File: src/hw/rtl/nsp_pkg.sv
// ----------------------------------------------------------------------------
// nsp_pkg
// Shared types and constants of the NMEA sentence parser.
// ----------------------------------------------------------------------------
package nsp_pkg;

  localparam int MAX_FIELDS_DEF = 32;
  localparam int HDR_LEN        = 3;
  localparam int TOKQ_DEPTH     = 4;
  localparam int RESQ_DEPTH     = 2;

  localparam logic [7:0] CH_DOLLAR = 8'h24;
  localparam logic [7:0] CH_STAR   = 8'h2A;
  localparam logic [7:0] CH_COMMA  = 8'h2C;

  typedef enum logic [1:0] {
    K_BYTE    = 2'd0,
    K_EOF     = 2'd1,
    K_VERDICT = 2'd2
  } kind_t;

  typedef enum logic [1:0] {
    ST_OK       = 2'd0,
    ST_MISMATCH = 2'd1,
    ST_BADHEX   = 2'd2,
    ST_ABORT    = 2'd3
  } status_t;

  typedef enum logic [2:0] {
    MT_UNKNOWN = 3'd0,
    MT_GGA     = 3'd1,
    MT_GLL     = 3'd2,
    MT_GSA     = 3'd3,
    MT_GSV     = 3'd4,
    MT_RMC     = 3'd5,
    MT_VTG     = 3'd6
  } msg_type_t;

  // classified input byte, from front to back
  typedef struct packed {
    logic [7:0] char_val;
    logic       is_dollar;
    logic       is_star;
    logic       is_comma;
    logic       hex_ok;
    logic [3:0] hex_val;
  } token_t;

  typedef struct packed {
    kind_t      kind;
    logic [7:0] data_byte;
    logic [4:0] field_index;
    msg_type_t  msg_type;
    status_t    status;
  } result_t;

endpackage

File: src/hw/rtl/nsp_fifo.sv
// ----------------------------------------------------------------------------
// nsp_fifo
// Small first-word fall-through queue; depth is a power of two.
// ----------------------------------------------------------------------------
module nsp_fifo #(
  parameter int WIDTH = 8,
  parameter int DEPTH = 4
) (
  input  logic             clk,
  input  logic             rst,
  input  logic             push,
  input  logic [WIDTH-1:0] wdata,
  output logic             full,
  input  logic             pop,
  output logic [WIDTH-1:0] rdata,
  output logic             empty
);

  localparam int PW = (DEPTH > 1) ? $clog2(DEPTH) : 1;
  localparam int CW = $clog2(DEPTH + 1);

  logic [WIDTH-1:0] mem [DEPTH];
  logic [PW-1:0]    wr_ptr;
  logic [PW-1:0]    rd_ptr;
  logic [CW-1:0]    count;
  logic             do_push;
  logic             do_pop;

  assign full    = (count == CW'(DEPTH));
  assign empty   = (count == '0);
  assign do_push = push & ~full;
  assign do_pop  = pop & ~empty;
  assign rdata   = mem[rd_ptr];

  always_ff @(posedge clk) begin
    if (do_push) begin
      mem[wr_ptr] <= wdata;
    end
  end

  always_ff @(posedge clk) begin
    if (rst) begin
      wr_ptr <= '0;
      rd_ptr <= '0;
      count  <= '0;
    end else begin
      if (do_push) begin
        wr_ptr <= wr_ptr + 1'b1;
      end
      if (do_pop) begin
        rd_ptr <= rd_ptr + 1'b1;
      end
      case ({do_push, do_pop})
        2'b10:   count <= count + 1'b1;
        2'b01:   count <= count - 1'b1;
        default: count <= count;
      endcase
    end
  end

endmodule

File: src/hw/rtl/nsp_front.sv
// ----------------------------------------------------------------------------
// nsp_front
// Classifies each incoming byte: delimiters and hex digit value.
// ----------------------------------------------------------------------------
module nsp_front (
  input  logic          [7:0] byte_in,
  output nsp_pkg::token_t     tok
);
  import nsp_pkg::*;

  always_comb begin
    tok           = '0;
    tok.char_val  = byte_in;
    tok.is_dollar = (byte_in == CH_DOLLAR);
    tok.is_star   = (byte_in == CH_STAR);
    tok.is_comma  = (byte_in == CH_COMMA);
    case (byte_in) inside
      [8'h30:8'h39]: begin
        tok.hex_ok  = 1'b1;
        tok.hex_val = byte_in[3:0];
      end
      [8'h41:8'h46], [8'h61:8'h66]: begin
        // 'A'..'F' and 'a'..'f' share the low bits 1..6
        tok.hex_ok  = 1'b1;
        tok.hex_val = byte_in[3:0] + 4'd9;
      end
      default: begin
        tok.hex_ok  = 1'b0;
        tok.hex_val = 4'd0;
      end
    endcase
  end

endmodule

File: src/hw/rtl/nsp_back.sv
// ----------------------------------------------------------------------------
// nsp_back
// Sentence state machine: field tagging, checksum and header classification.
// ----------------------------------------------------------------------------
module nsp_back #(
  parameter int MAX_FIELDS = nsp_pkg::MAX_FIELDS_DEF
) (
  input  logic             clk,
  input  logic             rst,
  input  nsp_pkg::token_t  tok,
  input  logic             tok_valid,
  output logic             tok_pop,
  output nsp_pkg::result_t res,
  output logic             res_push,
  input  logic             res_full
);
  import nsp_pkg::*;

  localparam logic [4:0] FIELD_TOP = (MAX_FIELDS - 1 > 31) ? 5'd31 : 5'(MAX_FIELDS - 1);
  localparam logic [2:0] HDR_END   = 3'(2 + HDR_LEN);

  localparam logic [23:0] TYPE_NAMES [6] = '{
    24'h474741, 24'h474C4C, 24'h475341, 24'h475356, 24'h524D43, 24'h565447
  };

  typedef enum logic [3:0] {
    PH_HUNT = 4'b0001,
    PH_BODY = 4'b0010,
    PH_HEX1 = 4'b0100,
    PH_HEX2 = 4'b1000
  } phase_t;

  phase_t     phase, phase_next;
  logic [7:0] running_xor, running_xor_next;
  logic [4:0] field_count, field_count_next;
  logic [2:0] header_position, header_position_next;
  logic [7:0] header_chars [HDR_LEN];
  logic [7:0] header_chars_next [HDR_LEN];
  logic [4:0] high_nibble, high_nibble_next;
  logic       fire;

  function automatic msg_type_t classify(input logic [2:0] pos, input logic [23:0] hdr);
    msg_type_t mt;
    mt = MT_UNKNOWN;
    if (pos >= HDR_END) begin
      for (int t = 0; t < 6; t++) begin
        if (hdr == TYPE_NAMES[t]) begin
          mt = msg_type_t'(3'(t + 1));
        end
      end
    end
    return mt;
  endfunction

  assign fire    = tok_valid & ~res_full;
  assign tok_pop = fire;

  always_comb begin
    phase_next           = phase;
    running_xor_next     = running_xor;
    field_count_next     = field_count;
    header_position_next = header_position;
    header_chars_next    = header_chars;
    high_nibble_next     = high_nibble;
    res                  = '0;
    res.kind             = K_BYTE;
    res.msg_type         = MT_UNKNOWN;
    res.status           = ST_OK;
    res.field_index      = field_count;
    res_push             = 1'b0;

    if (fire) begin
      if (phase != PH_HUNT && tok.is_dollar) begin
        res.kind   = K_VERDICT;
        res.status = ST_ABORT;
        res_push   = 1'b1;
      end
      if (tok.is_dollar) begin
        // restart a sentence, also from the hunt phase
        phase_next           = PH_BODY;
        running_xor_next     = '0;
        field_count_next     = '0;
        header_position_next = '0;
        header_chars_next    = '{default: 8'h00};
        high_nibble_next     = '0;
      end else begin
        case (phase)
          PH_HUNT: begin
            phase_next = PH_HUNT;
          end
          PH_BODY: begin
            res_push = 1'b1;
            if (tok.is_star) begin
              phase_next = PH_HEX1;
              res.kind   = K_EOF;
            end else begin
              running_xor_next = running_xor ^ tok.char_val;
              if (tok.is_comma) begin
                res.kind = K_EOF;
                if (field_count < FIELD_TOP) begin
                  field_count_next = field_count + 5'd1;
                end
              end else begin
                res.data_byte = tok.char_val;
                if (field_count == '0 && header_position < HDR_END) begin
                  if (header_position >= 3'd2) begin
                    header_chars_next[2'(header_position - 3'd2)] = tok.char_val;
                  end
                  header_position_next = header_position + 3'd1;
                end
              end
            end
          end
          PH_HEX1, PH_HEX2: begin
            if (!tok.hex_ok) begin
              phase_next = PH_HUNT;
              res.kind   = K_VERDICT;
              res.status = ST_BADHEX;
              res_push   = 1'b1;
            end else if (phase == PH_HEX1) begin
              high_nibble_next = {1'b1, tok.hex_val};
              phase_next       = PH_HEX2;
            end else begin
              phase_next = PH_HUNT;
              res.kind   = K_VERDICT;
              res_push   = 1'b1;
              if (!high_nibble[4]) begin
                res.status = ST_BADHEX;
              end else if ({high_nibble[3:0], tok.hex_val} != running_xor) begin
                res.status = ST_MISMATCH;
              end else begin
                res.msg_type = classify(header_position,
                                        {header_chars[0], header_chars[1], header_chars[2]});
              end
            end
          end
          default: begin
            phase_next = PH_HUNT;
          end
        endcase
      end
    end
  end

  always_ff @(posedge clk) begin
    if (rst) begin
      phase           <= PH_HUNT;
      running_xor     <= '0;
      field_count     <= '0;
      header_position <= '0;
      header_chars    <= '{default: 8'h00};
      high_nibble     <= '0;
    end else begin
      phase           <= phase_next;
      running_xor     <= running_xor_next;
      field_count     <= field_count_next;
      header_position <= header_position_next;
      header_chars    <= header_chars_next;
      high_nibble     <= high_nibble_next;
    end
  end

endmodule

File: src/hw/rtl/nmea_sentence_parser.sv
// Path: an accepted byte is registered in the token queue; the parser step then
// writes any result for it into the result queue, which drives the result ports.
// Throughput: one byte per cycle while the result queue is not full, limited by the single parser step per cycle.
// Reset: rst clears both queues and returns the parser to hunting for '$'.
// ----------------------------------------------------------------------------
// nmea_sentence_parser
// NMEA 0183 byte stream parser: field tagging, checksum check, type verdict.
// ----------------------------------------------------------------------------
module nmea_sentence_parser #(
  parameter int MAX_FIELDS = nsp_pkg::MAX_FIELDS_DEF
) (
  input  logic       clk,
  input  logic       rst,
  input  logic       push,
  output logic       full,
  input  logic [7:0] byte_in,
  input  logic       pop,
  output logic       empty,
  output logic [1:0] kind,
  output logic [7:0] data_byte,
  output logic [4:0] field_index,
  output logic [2:0] msg_type,
  output logic [1:0] status
);
  import nsp_pkg::*;

  localparam logic [4:0] FIELD_TOP = (MAX_FIELDS - 1 > 31) ? 5'd31 : 5'(MAX_FIELDS - 1);

  token_t  tok_in;
  token_t  tok_q;
  logic    tok_empty;
  logic    tok_pop;
  result_t res_d;
  result_t res_q;
  logic    res_push;
  logic    res_full;

  nsp_front u_front (
    .byte_in (byte_in),
    .tok     (tok_in)
  );

  nsp_fifo #(
    .WIDTH ($bits(token_t)),
    .DEPTH (TOKQ_DEPTH)
  ) u_tokq (
    .clk   (clk),
    .rst   (rst),
    .push  (push),
    .wdata (tok_in),
    .full  (full),
    .pop   (tok_pop),
    .rdata (tok_q),
    .empty (tok_empty)
  );

  nsp_back #(
    .MAX_FIELDS (MAX_FIELDS)
  ) u_back (
    .clk       (clk),
    .rst       (rst),
    .tok       (tok_q),
    .tok_valid (~tok_empty),
    .tok_pop   (tok_pop),
    .res       (res_d),
    .res_push  (res_push),
    .res_full  (res_full)
  );

  nsp_fifo #(
    .WIDTH ($bits(result_t)),
    .DEPTH (RESQ_DEPTH)
  ) u_resq (
    .clk   (clk),
    .rst   (rst),
    .push  (res_push),
    .wdata (res_d),
    .full  (res_full),
    .pop   (pop),
    .rdata (res_q),
    .empty (empty)
  );

  assign kind        = res_q.kind;
  assign data_byte   = res_q.data_byte;
  assign field_index = res_q.field_index;
  assign msg_type    = res_q.msg_type;
  assign status      = res_q.status;

`ifndef SYNTHESIS
  a_reset_empty: assert property (@(posedge clk) rst |=> empty)
    else $error("result queue not empty after reset");
  a_field_beat_clean: assert property (@(posedge clk) disable iff (rst)
    (!empty && kind != K_VERDICT) |-> (status == ST_OK && msg_type == MT_UNKNOWN))
    else $error("field beat carries verdict information");
  a_data_only_bytes: assert property (@(posedge clk) disable iff (rst)
    (!empty && kind != K_BYTE) |-> (data_byte == 8'h00))
    else $error("non-byte beat carries data");
  a_index_saturates: assert property (@(posedge clk) disable iff (rst)
    !empty |-> (field_index <= FIELD_TOP))
    else $error("field index beyond saturation");
`endif

endmodule
File: config.mk
export PLATFORM = sky130hd
export DESIGN_NAME = nmea_sentence_parser
export DESIGN_NICKNAME = d
export VERILOG_FILES = /design/src/hw/rtl/nsp_pkg.sv /design/src/hw/rtl/nsp_fifo.sv /design/src/hw/rtl/nsp_front.sv /design/src/hw/rtl/nsp_back.sv /design/src/hw/rtl/nmea_sentence_parser.sv
export SDC_FILE = /design/constraint.sdc
export NUM_CORES = 1
export LEC_CHECK = 0
export BUFFER_PORTS_ARGS = -buffer_cell sky130_fd_sc_hd__buf_2
export CAP_MARGIN = 10
export CELL_PAD_IN_SITES_DETAIL_PLACEMENT = 1
export CELL_PAD_IN_SITES_GLOBAL_PLACEMENT = 1
export CORE_MARGIN = 1.5
export CORE_UTILIZATION = 25
export CTS_CLUSTER_DIAMETER = 80
export DETAILED_ROUTE_END_ITERATION = 10
export PLACE_DENSITY_LB_ADDON = 0.1
export SLEW_MARGIN = 20
export SYNTH_ARGS = -nofsm -noshare
export SYNTH_HDL_FRONTEND = slang
export SYNTH_SLANG_ARGS = --single-unit
File: constraint.sdc
create_clock -name clk -period 7 [get_ports clk]
set_input_delay 1.05 -clock clk [delete_from_list [all_inputs] [get_ports clk]]
set_output_delay 1.05 -clock clk [all_outputs]
set_load 0.03 [all_outputs]
==> impl_metrics.env, run 1 <==
export IMPL_pwr_share_comb_pct=30.7
export IMPL_synth_ff_type="edfxtp_1"
export IMPL_switching_share_pct=36.4
export IMPL_multi_input_area_mm2=0.00262
export IMPL_core_area_mm2=0.0279
export IMPL_slowest_delay_ns=0.92
export IMPL_leakage_nw=2.76
export IMPL_ir_drop_mv=0.125
export IMPL_wirelength_um=18400
export IMPL_cts_root_buf="clkbuf_16"
export IMPL_post_route_min_period_ns=3.42
export IMPL_grt_pass1_vias=4935
export IMPL_p_switching_mw=1.15
export IMPL_vias=4572
export IMPL_synthesis_nets=594
export IMPL_netlist_area_leader_share_pct=43.8
export IMPL_synth_area_leader_cell="edfxtp_1"
export IMPL_hold_buffers=0
export IMPL_cts_htree_levels=4
export IMPL_antenna_found_initial=0
export IMPL_gp_congestion=0.774
export IMPL_dpl_hpwl_um=12800
export IMPL_drtAntennaViolNets=0
export IMPL_post_cts_resized=0
export IMPL_worstPathArrival_ns=3.77
export IMPL_clock_skew_ns=0.0157
export IMPL_yosys_warnings=0
export IMPL_ys_seq_area_share_pct=61.5
export IMPL_die_h_um=172
export IMPL_slowest_stage="dfxtp_1"
export IMPL_synth_cell_types=53
export IMPL_endpoint_kind="register"
export IMPL_synth_seq_cells=167
export IMPL_crit_top_cell="o21ai_0"
export IMPL_synth_top_cells_by_area="edfxtp_1 44%, dfxtp_1 18%, mux4_2 5.1%"
export IMPL_io_pins=34
export IMPL_drtIter0Drc=187
export IMPL_status="complete, no violations"
export IMPL_crit_chain="mux4_2 -> and2_1 -> o21ai_0 -> o21ai_0 -> ha_1 -> or3_1 -> a21oi_1"
export IMPL_grt_max_degree=38
export IMPL_regToRegSetupSlack_ns=3.58
export IMPL_fin_nets=628
export IMPL_critPathMaxFanout=16
export IMPL_die_area_mm2=0.0296
export IMPL_setup_tns_ns=0
export IMPL_wl_per_cell_um=18.6
export IMPL_layout_setup_ws_ns=3.58
export IMPL_cts_tree="done"
export IMPL_p_int_mw=2.01
export IMPL_drc=0
export IMPL_rows=61
export IMPL_start_util_pct=25.5
export IMPL_required_ns=7.35
export IMPL_grt_ovfl_total=0
export IMPL_place_inst=957
export IMPL_total_power_mw=3.16
export IMPL_fmax_mhz=292
export IMPL_maxCapViolCount=0
export IMPL_vias_per_cell=4.62
export IMPL_fin_crit_sh_pct=48.9
export IMPL_powerDensity_mw_per_mm2=381
export IMPL_antenna_cells=0
export IMPL_clk_latency_ns=0.43
export IMPL_async_flop_share_pct=0
export IMPL_die_w_um=172
export IMPL_setup_viol=0
export IMPL_clkPwrFrac_pct=28.6
export IMPL_ff_latch_area_mm2=0.00438
export IMPL_synth_avg_cell_area_um2=12.6
export IMPL_clock_sinks=167
export IMPL_drtPass1Iterations=4
export IMPL_setup_worst_path_start_class="register"
export IMPL_rsz0062_at_grt="false"
export IMPL_stdcell_count=989
export IMPL_path_class="reg -> reg"
export IMPL_numCtsBuffers=17
export IMPL_post_cts_buffers=0
export IMPL_io_buffers=33
export IMPL_maxSlewViolCount=0
export IMPL_grt_pass1_wl_um=28900
export IMPL_fillers=3082
export IMPL_seqPwrFrac_pct=40.7
export IMPL_relSlewSlack_pct=33.6
export IMPL_max_slew_worst_pin_slew_ns=0.983
export IMPL_synth_cells=564
export IMPL_grt_usage_pct=13.5
export IMPL_hold_violations=0
export IMPL_path_clk_slew_ns=0.07
export IMPL_drive_gt1_share_pct=18.2
export IMPL_cts_max_path_buffers=2
export IMPL_pre_cts_slack_ns=3.55
export IMPL_hp_class="reg -> reg"
export IMPL_synth_edff_count=104
export IMPL_syn_to_final_growth_pct=16.0
export IMPL_netlist_area_mm2=0.00713
[registers in the layout, indices dropped and copies added, names as in the netlist, named ones only]
signal	count
u_back.high_nibble	5
u_tokq.rd_ptr	2
u_back.running_xor	8
u_back.field_count	5
u_resq.count	2
u_resq.rd_ptr	1
u_tokq.wr_ptr	2
u_back.header_position	3
u_tokq.mem	64
u_resq.wr_ptr	1
u_tokq.count	3
u_back.phase	4
u_back.header_chars	24
u_resq.mem	40
[worst paths after layout]
kind                           start                 endpoint  cells after the start
max                         register          u_resq.count[1]                      7
min          u_back.header_chars[17]  u_back.header_chars[17]                      2
max reg2reg                 register          u_resq.count[1]                      7
min reg2reg  u_back.header_chars[17]  u_back.header_chars[17]                      2
[through the flow]
| stage | utilization (%) | hold WS, ns | cell area, µm² |
|---|---|---|---|
| 6_report | 29.6 | 0.458 | 8280 |
| 5_1_grt | 29.6 | 0.500 | 8280 |
| 4_1_cts | 29.6 | 0.459 | 8260 |
| 3_5_place_dp | 27.6 | 0.443 | 7710 |
| 3_3_place_gp | 27.6 | 0.434 | 7710 |
| 2_1_floorplan | - | 0.416 | 7130 |
[logic make-up after synthesis]
group	Yosys count	synth area share (%)
fa+ha+maj	18	3.26
flops	167	61.5
xor+xnor	27	3.31
compound gates	86	7.03
buf+inv	37	2.07
simple gates	190	14.2
mux	39	8.66
[cells in the final DEF, fill, tap and decap left out, types with 4 or more instances in the layout]
master / instances
o21ai_0: 40
ha_1: 17
mux2_2: 22
nand4b_1: 6
dfxtp_1: 63
or3_1: 5
buf_2: 33
nor4b_1: 5
a22oi_1: 4
o31ai_1: 4
nor2_1: 44
inv_1: 17
xnor2_1: 10
clkinvlp_4: 4
nand2_1: 38
nand4_1: 4
nor3_1: 10
edfxtp_1: 104
mux4_2: 16
xor2_1: 17
a21oi_1: 22
and3_1: 4
inv_6: 4
and2_1: 14
nand2b_1: 14
nand3_1: 16
nor2b_1: 7
clkbuf_16: 17
[critical path: cells and delay by family (launching register included)]
family / cells / cell delay (ns)
muxes: 1 / 0.39
adders and majority gates: 1 / 0.42
and+or+nand+nor: 2 / 0.59
AOI/OAI and AO/OA: 3 / 1.02
DFF: 1 / 0.92
[synthesized netlist by cell type, drive strengths merged, types with 2 or more instances]
cell	count
nand3b	3
a22o	2
a41oi	3
nor3b	3
dfxtp	63
o21ai	40
inv	17
o21a	2
nand4b	6
o41ai	2
o31ai	4
nor2	46
buf	4
xor2	17
o31a	2
and2	14
nand2	38
or4	3
edfxtp	104
and3	4
or3	6
xnor2	10
a22oi	4
nor3	11
a21oi	22
or4b	2
nand2b	14
mux2	22
nand3	16
nor2b	7
mux4	16
clkbuf	16
nand4	4
nor4b	5
nor4	4
ha	17
[power by group through the flow]
stage          Sequential, mW  Combinational, mW  Clock (mW)
6_report                 1.29              0.969       0.902
2_1_floorplan            1.26              0.694           0
3_3_place_gp             1.31              0.972           0
4_1_cts                  1.29              0.989       0.934
3_5_place_dp             1.31              0.986           0
5_1_grt                  1.31               1.06       0.967
[area by class of cell]
type,instances,share of cell area [%]
clock buffers,19,5.23
repair buffers,35,2.18
multi-input cells,360,31.7
clock inverters,13,1.47
flip-flops and latches,167,53.0
well taps,378,5.71
inverters,17,0.771
[routing by layer]
layer | up-vias | part of all wire (%) | routed length, µm | track usage [%]
met3 | 9 | 2.3 | 424 | 2.68
met1 | 2364 | 45 | 8380 | 16.5
met5 | - | 0 | 0 | 0
li1 | 2143 | - | - | -
met4 | 0 | 0.72 | 132 | 3.59
met2 | 56 | 52 | 9490 | 23.9
(Power assumes the default switching activity.)
==> run 2: changes to the inputs <==
Clock period 7 ns to 3 ns, I/O delays scaled along.
==> run 2 against run 1 <==
Compared with the run above:
- non-clock buffer count rose by 17
- die area did not move
- cell area rose by 1.8%
- routed wire length fell by 3.1%
- critical path depth fell by 2
- global-route usage fell by 0.50 points
- count of clock-buffer cells in the layout fell by 2
- critical path type unchanged
==> impl_metrics.env, run 2 (synthesized netlist as in run 1, its figures left out) <==
export IMPL_status="complete, no violations"
export IMPL_post_route_min_period_ns=2.62
export IMPL_grt_ovfl_total=0
export IMPL_die_area_mm2=0.0296
export IMPL_setup_viol=0
export IMPL_drtAntennaViolNets=0
export IMPL_die_w_um=172
export IMPL_r2r_end="u_resq.mem[0][3]"
export IMPL_critPathMaxFanout=3
export IMPL_post_cts_resized=0
export IMPL_drive_gt1_share_pct=20.5
export IMPL_endpoint="u_resq.mem[0][3]"
export IMPL_io_buffers=33
export IMPL_top_register="u_tokq.mem"
export IMPL_r2r_cells=5
export IMPL_maxCapViolCount=0
export IMPL_drc=0
export IMPL_reg_top3="u_tokq.mem (64), u_resq.mem (40), u_back.header_chars (24)"
export IMPL_clkPwrFrac_pct=29.8
export IMPL_grt_pass1_vias=4959
export IMPL_numCtsBuffers=17
export IMPL_grt_pass1_wl_um=28400
export IMPL_cts_htree_levels=4
export IMPL_core_area_mm2=0.0279
export IMPL_cts_tree="done"
export IMPL_pwr_share_comb_pct=31.0
export IMPL_drtPass1Iterations=4
export IMPL_post_cts_buffers=0
export IMPL_setup_worst_path_start_class="register"
export IMPL_leakage_nw=2.87
export IMPL_seqPwrFrac_pct=39.2
export IMPL_maxSlewViolCount=0
export IMPL_regToRegSetupSlack_ns=0.38
export IMPL_powerDensity_mw_per_mm2=889
export IMPL_hold_buffers=0
export IMPL_rows=61
export IMPL_grt_max_degree=37
export IMPL_antenna_cells=0
export IMPL_p_int_mw=4.85
export IMPL_setup_tns_ns=0
export IMPL_dpl_hpwl_um=12600
export IMPL_max_slew_worst_pin_slew_ns=0.854
export IMPL_switching_share_pct=35.2
export IMPL_rsz0062_at_grt="false"
export IMPL_io_pins=34
export IMPL_final_util_pct=30.2
export IMPL_worstPathArrival_ns=2.89
export IMPL_relSlewSlack_pct=42.3
export IMPL_clock_sinks=167
export IMPL_clk_latency_ns=0.43
export IMPL_ir_drop_mv=0.318
export IMPL_grt_usage_pct=13.0
export IMPL_min_from="byte_in[7]"
export IMPL_largest_reg_flops=64
export IMPL_path_clk_slew_ns=0.07
export IMPL_fmax_mhz=381
export IMPL_p_switching_mw=2.64
export IMPL_wl_per_cell_um=17.7
export IMPL_antenna_found_initial=0
export IMPL_endpoint_kind="register"
export IMPL_start_util_pct=25.5
export IMPL_die_h_um=172
export IMPL_pre_cts_slack_ns=0.281
export IMPL_wirelength_um=17900
export IMPL_fillers=3097
export IMPL_cts_max_path_buffers=2
export IMPL_final_common_cell="edfxtp_1"
export IMPL_vias_per_cell=4.50
export IMPL_fin_crit_sh_pct=87.4
export IMPL_layout_setup_ws_ns=0.377
export IMPL_vias=4522
export IMPL_path_class="reg -> reg"
export IMPL_required_ns=3.27
export IMPL_cts_root_buf="clkbuf_16"
export IMPL_layout_common_cells="104 x edfxtp_1, 63 x dfxtp_1, 44 x nor2_1, 40 x o21ai_0, 38 x nand2_1"
export IMPL_clock_skew_ns=0.0108
export IMPL_hp_class="in -> reg"
export IMPL_hold_violations=0
export IMPL_gp_congestion=0.736
export IMPL_syn_to_final_growth_pct=18.2
export IMPL_fin_nets=645
export IMPL_drtIter0Drc=181
==> run 2: worst min-delay path by stage <==
stage | depth (start not counted) | endpoint | slack (ns)
finish | 1 | u_tokq.mem[0][15] | 0.28
global route | 1 | u_tokq.mem[0][15] | 0.27
CTS | 1 | u_tokq.mem[0][15] | 0.27
detailed placement | 2 | u_back.header_chars[6] | 0.44
global placement | 2 | u_back.header_chars[14] | 0.43
floorplan | 2 | u_back.header_chars[6] | 0.42
==> run 2: worst max-delay path, stage by stage (launching register included) <==
cell	delay (ns)
dfxtp_1	0.40
mux4_2	0.53
or3_4	0.37
or4_4	0.52
nor3_2	0.38
o31a_1	0.27
==> run 2: layout make-up <==
| class | instances | area (µm²) | area share [%] |
|---|---|---|---|
| inverter | 17 | 63.8 | 0.757 |
| clock buffer | 17 | 425 | 5.05 |
| sequential | 167 | 4380 | 52.0 |
| timing repair buffer | 52 | 308 | 3.65 |
| tap | 378 | 473 | 5.61 |
| multi-input combinational | 360 | 2610 | 30.9 |
| clock inverter | 15 | 170 | 2.02 |
==> run 2: power groups by stage <==
stage	sequential (mW)	clock (mW)	combinational, mW
6_report	2.94	2.23	2.32
4_1_cts	2.94	2.31	2.40
3_3_place_gp	2.98	0	2.34
3_5_place_dp	2.99	0	2.39
5_1_grt	2.97	2.40	2.58
2_1_floorplan	2.94	0	1.62
==> run 2: layer usage <==
layer	global-route usage [%]	share of wire, %
met5	0	0
met4	4.16	1.4
met3	2.47	2.3
met2	22.3	50
met1	16.3	46
==> run 2: metrics by stage <==
stage	hold slack (ns)	std cells	total power, mW	cell area [µm²]
6_report	0.281	1006	7.49	8430
2_1_floorplan	0.416	564	4.56	7130
5_1_grt	0.272	1006	7.95	8430
3_3_place_gp	0.428	974	5.32	7840
3_5_place_dp	0.444	974	5.38	7840
4_1_cts	0.272	1006	7.65	8430
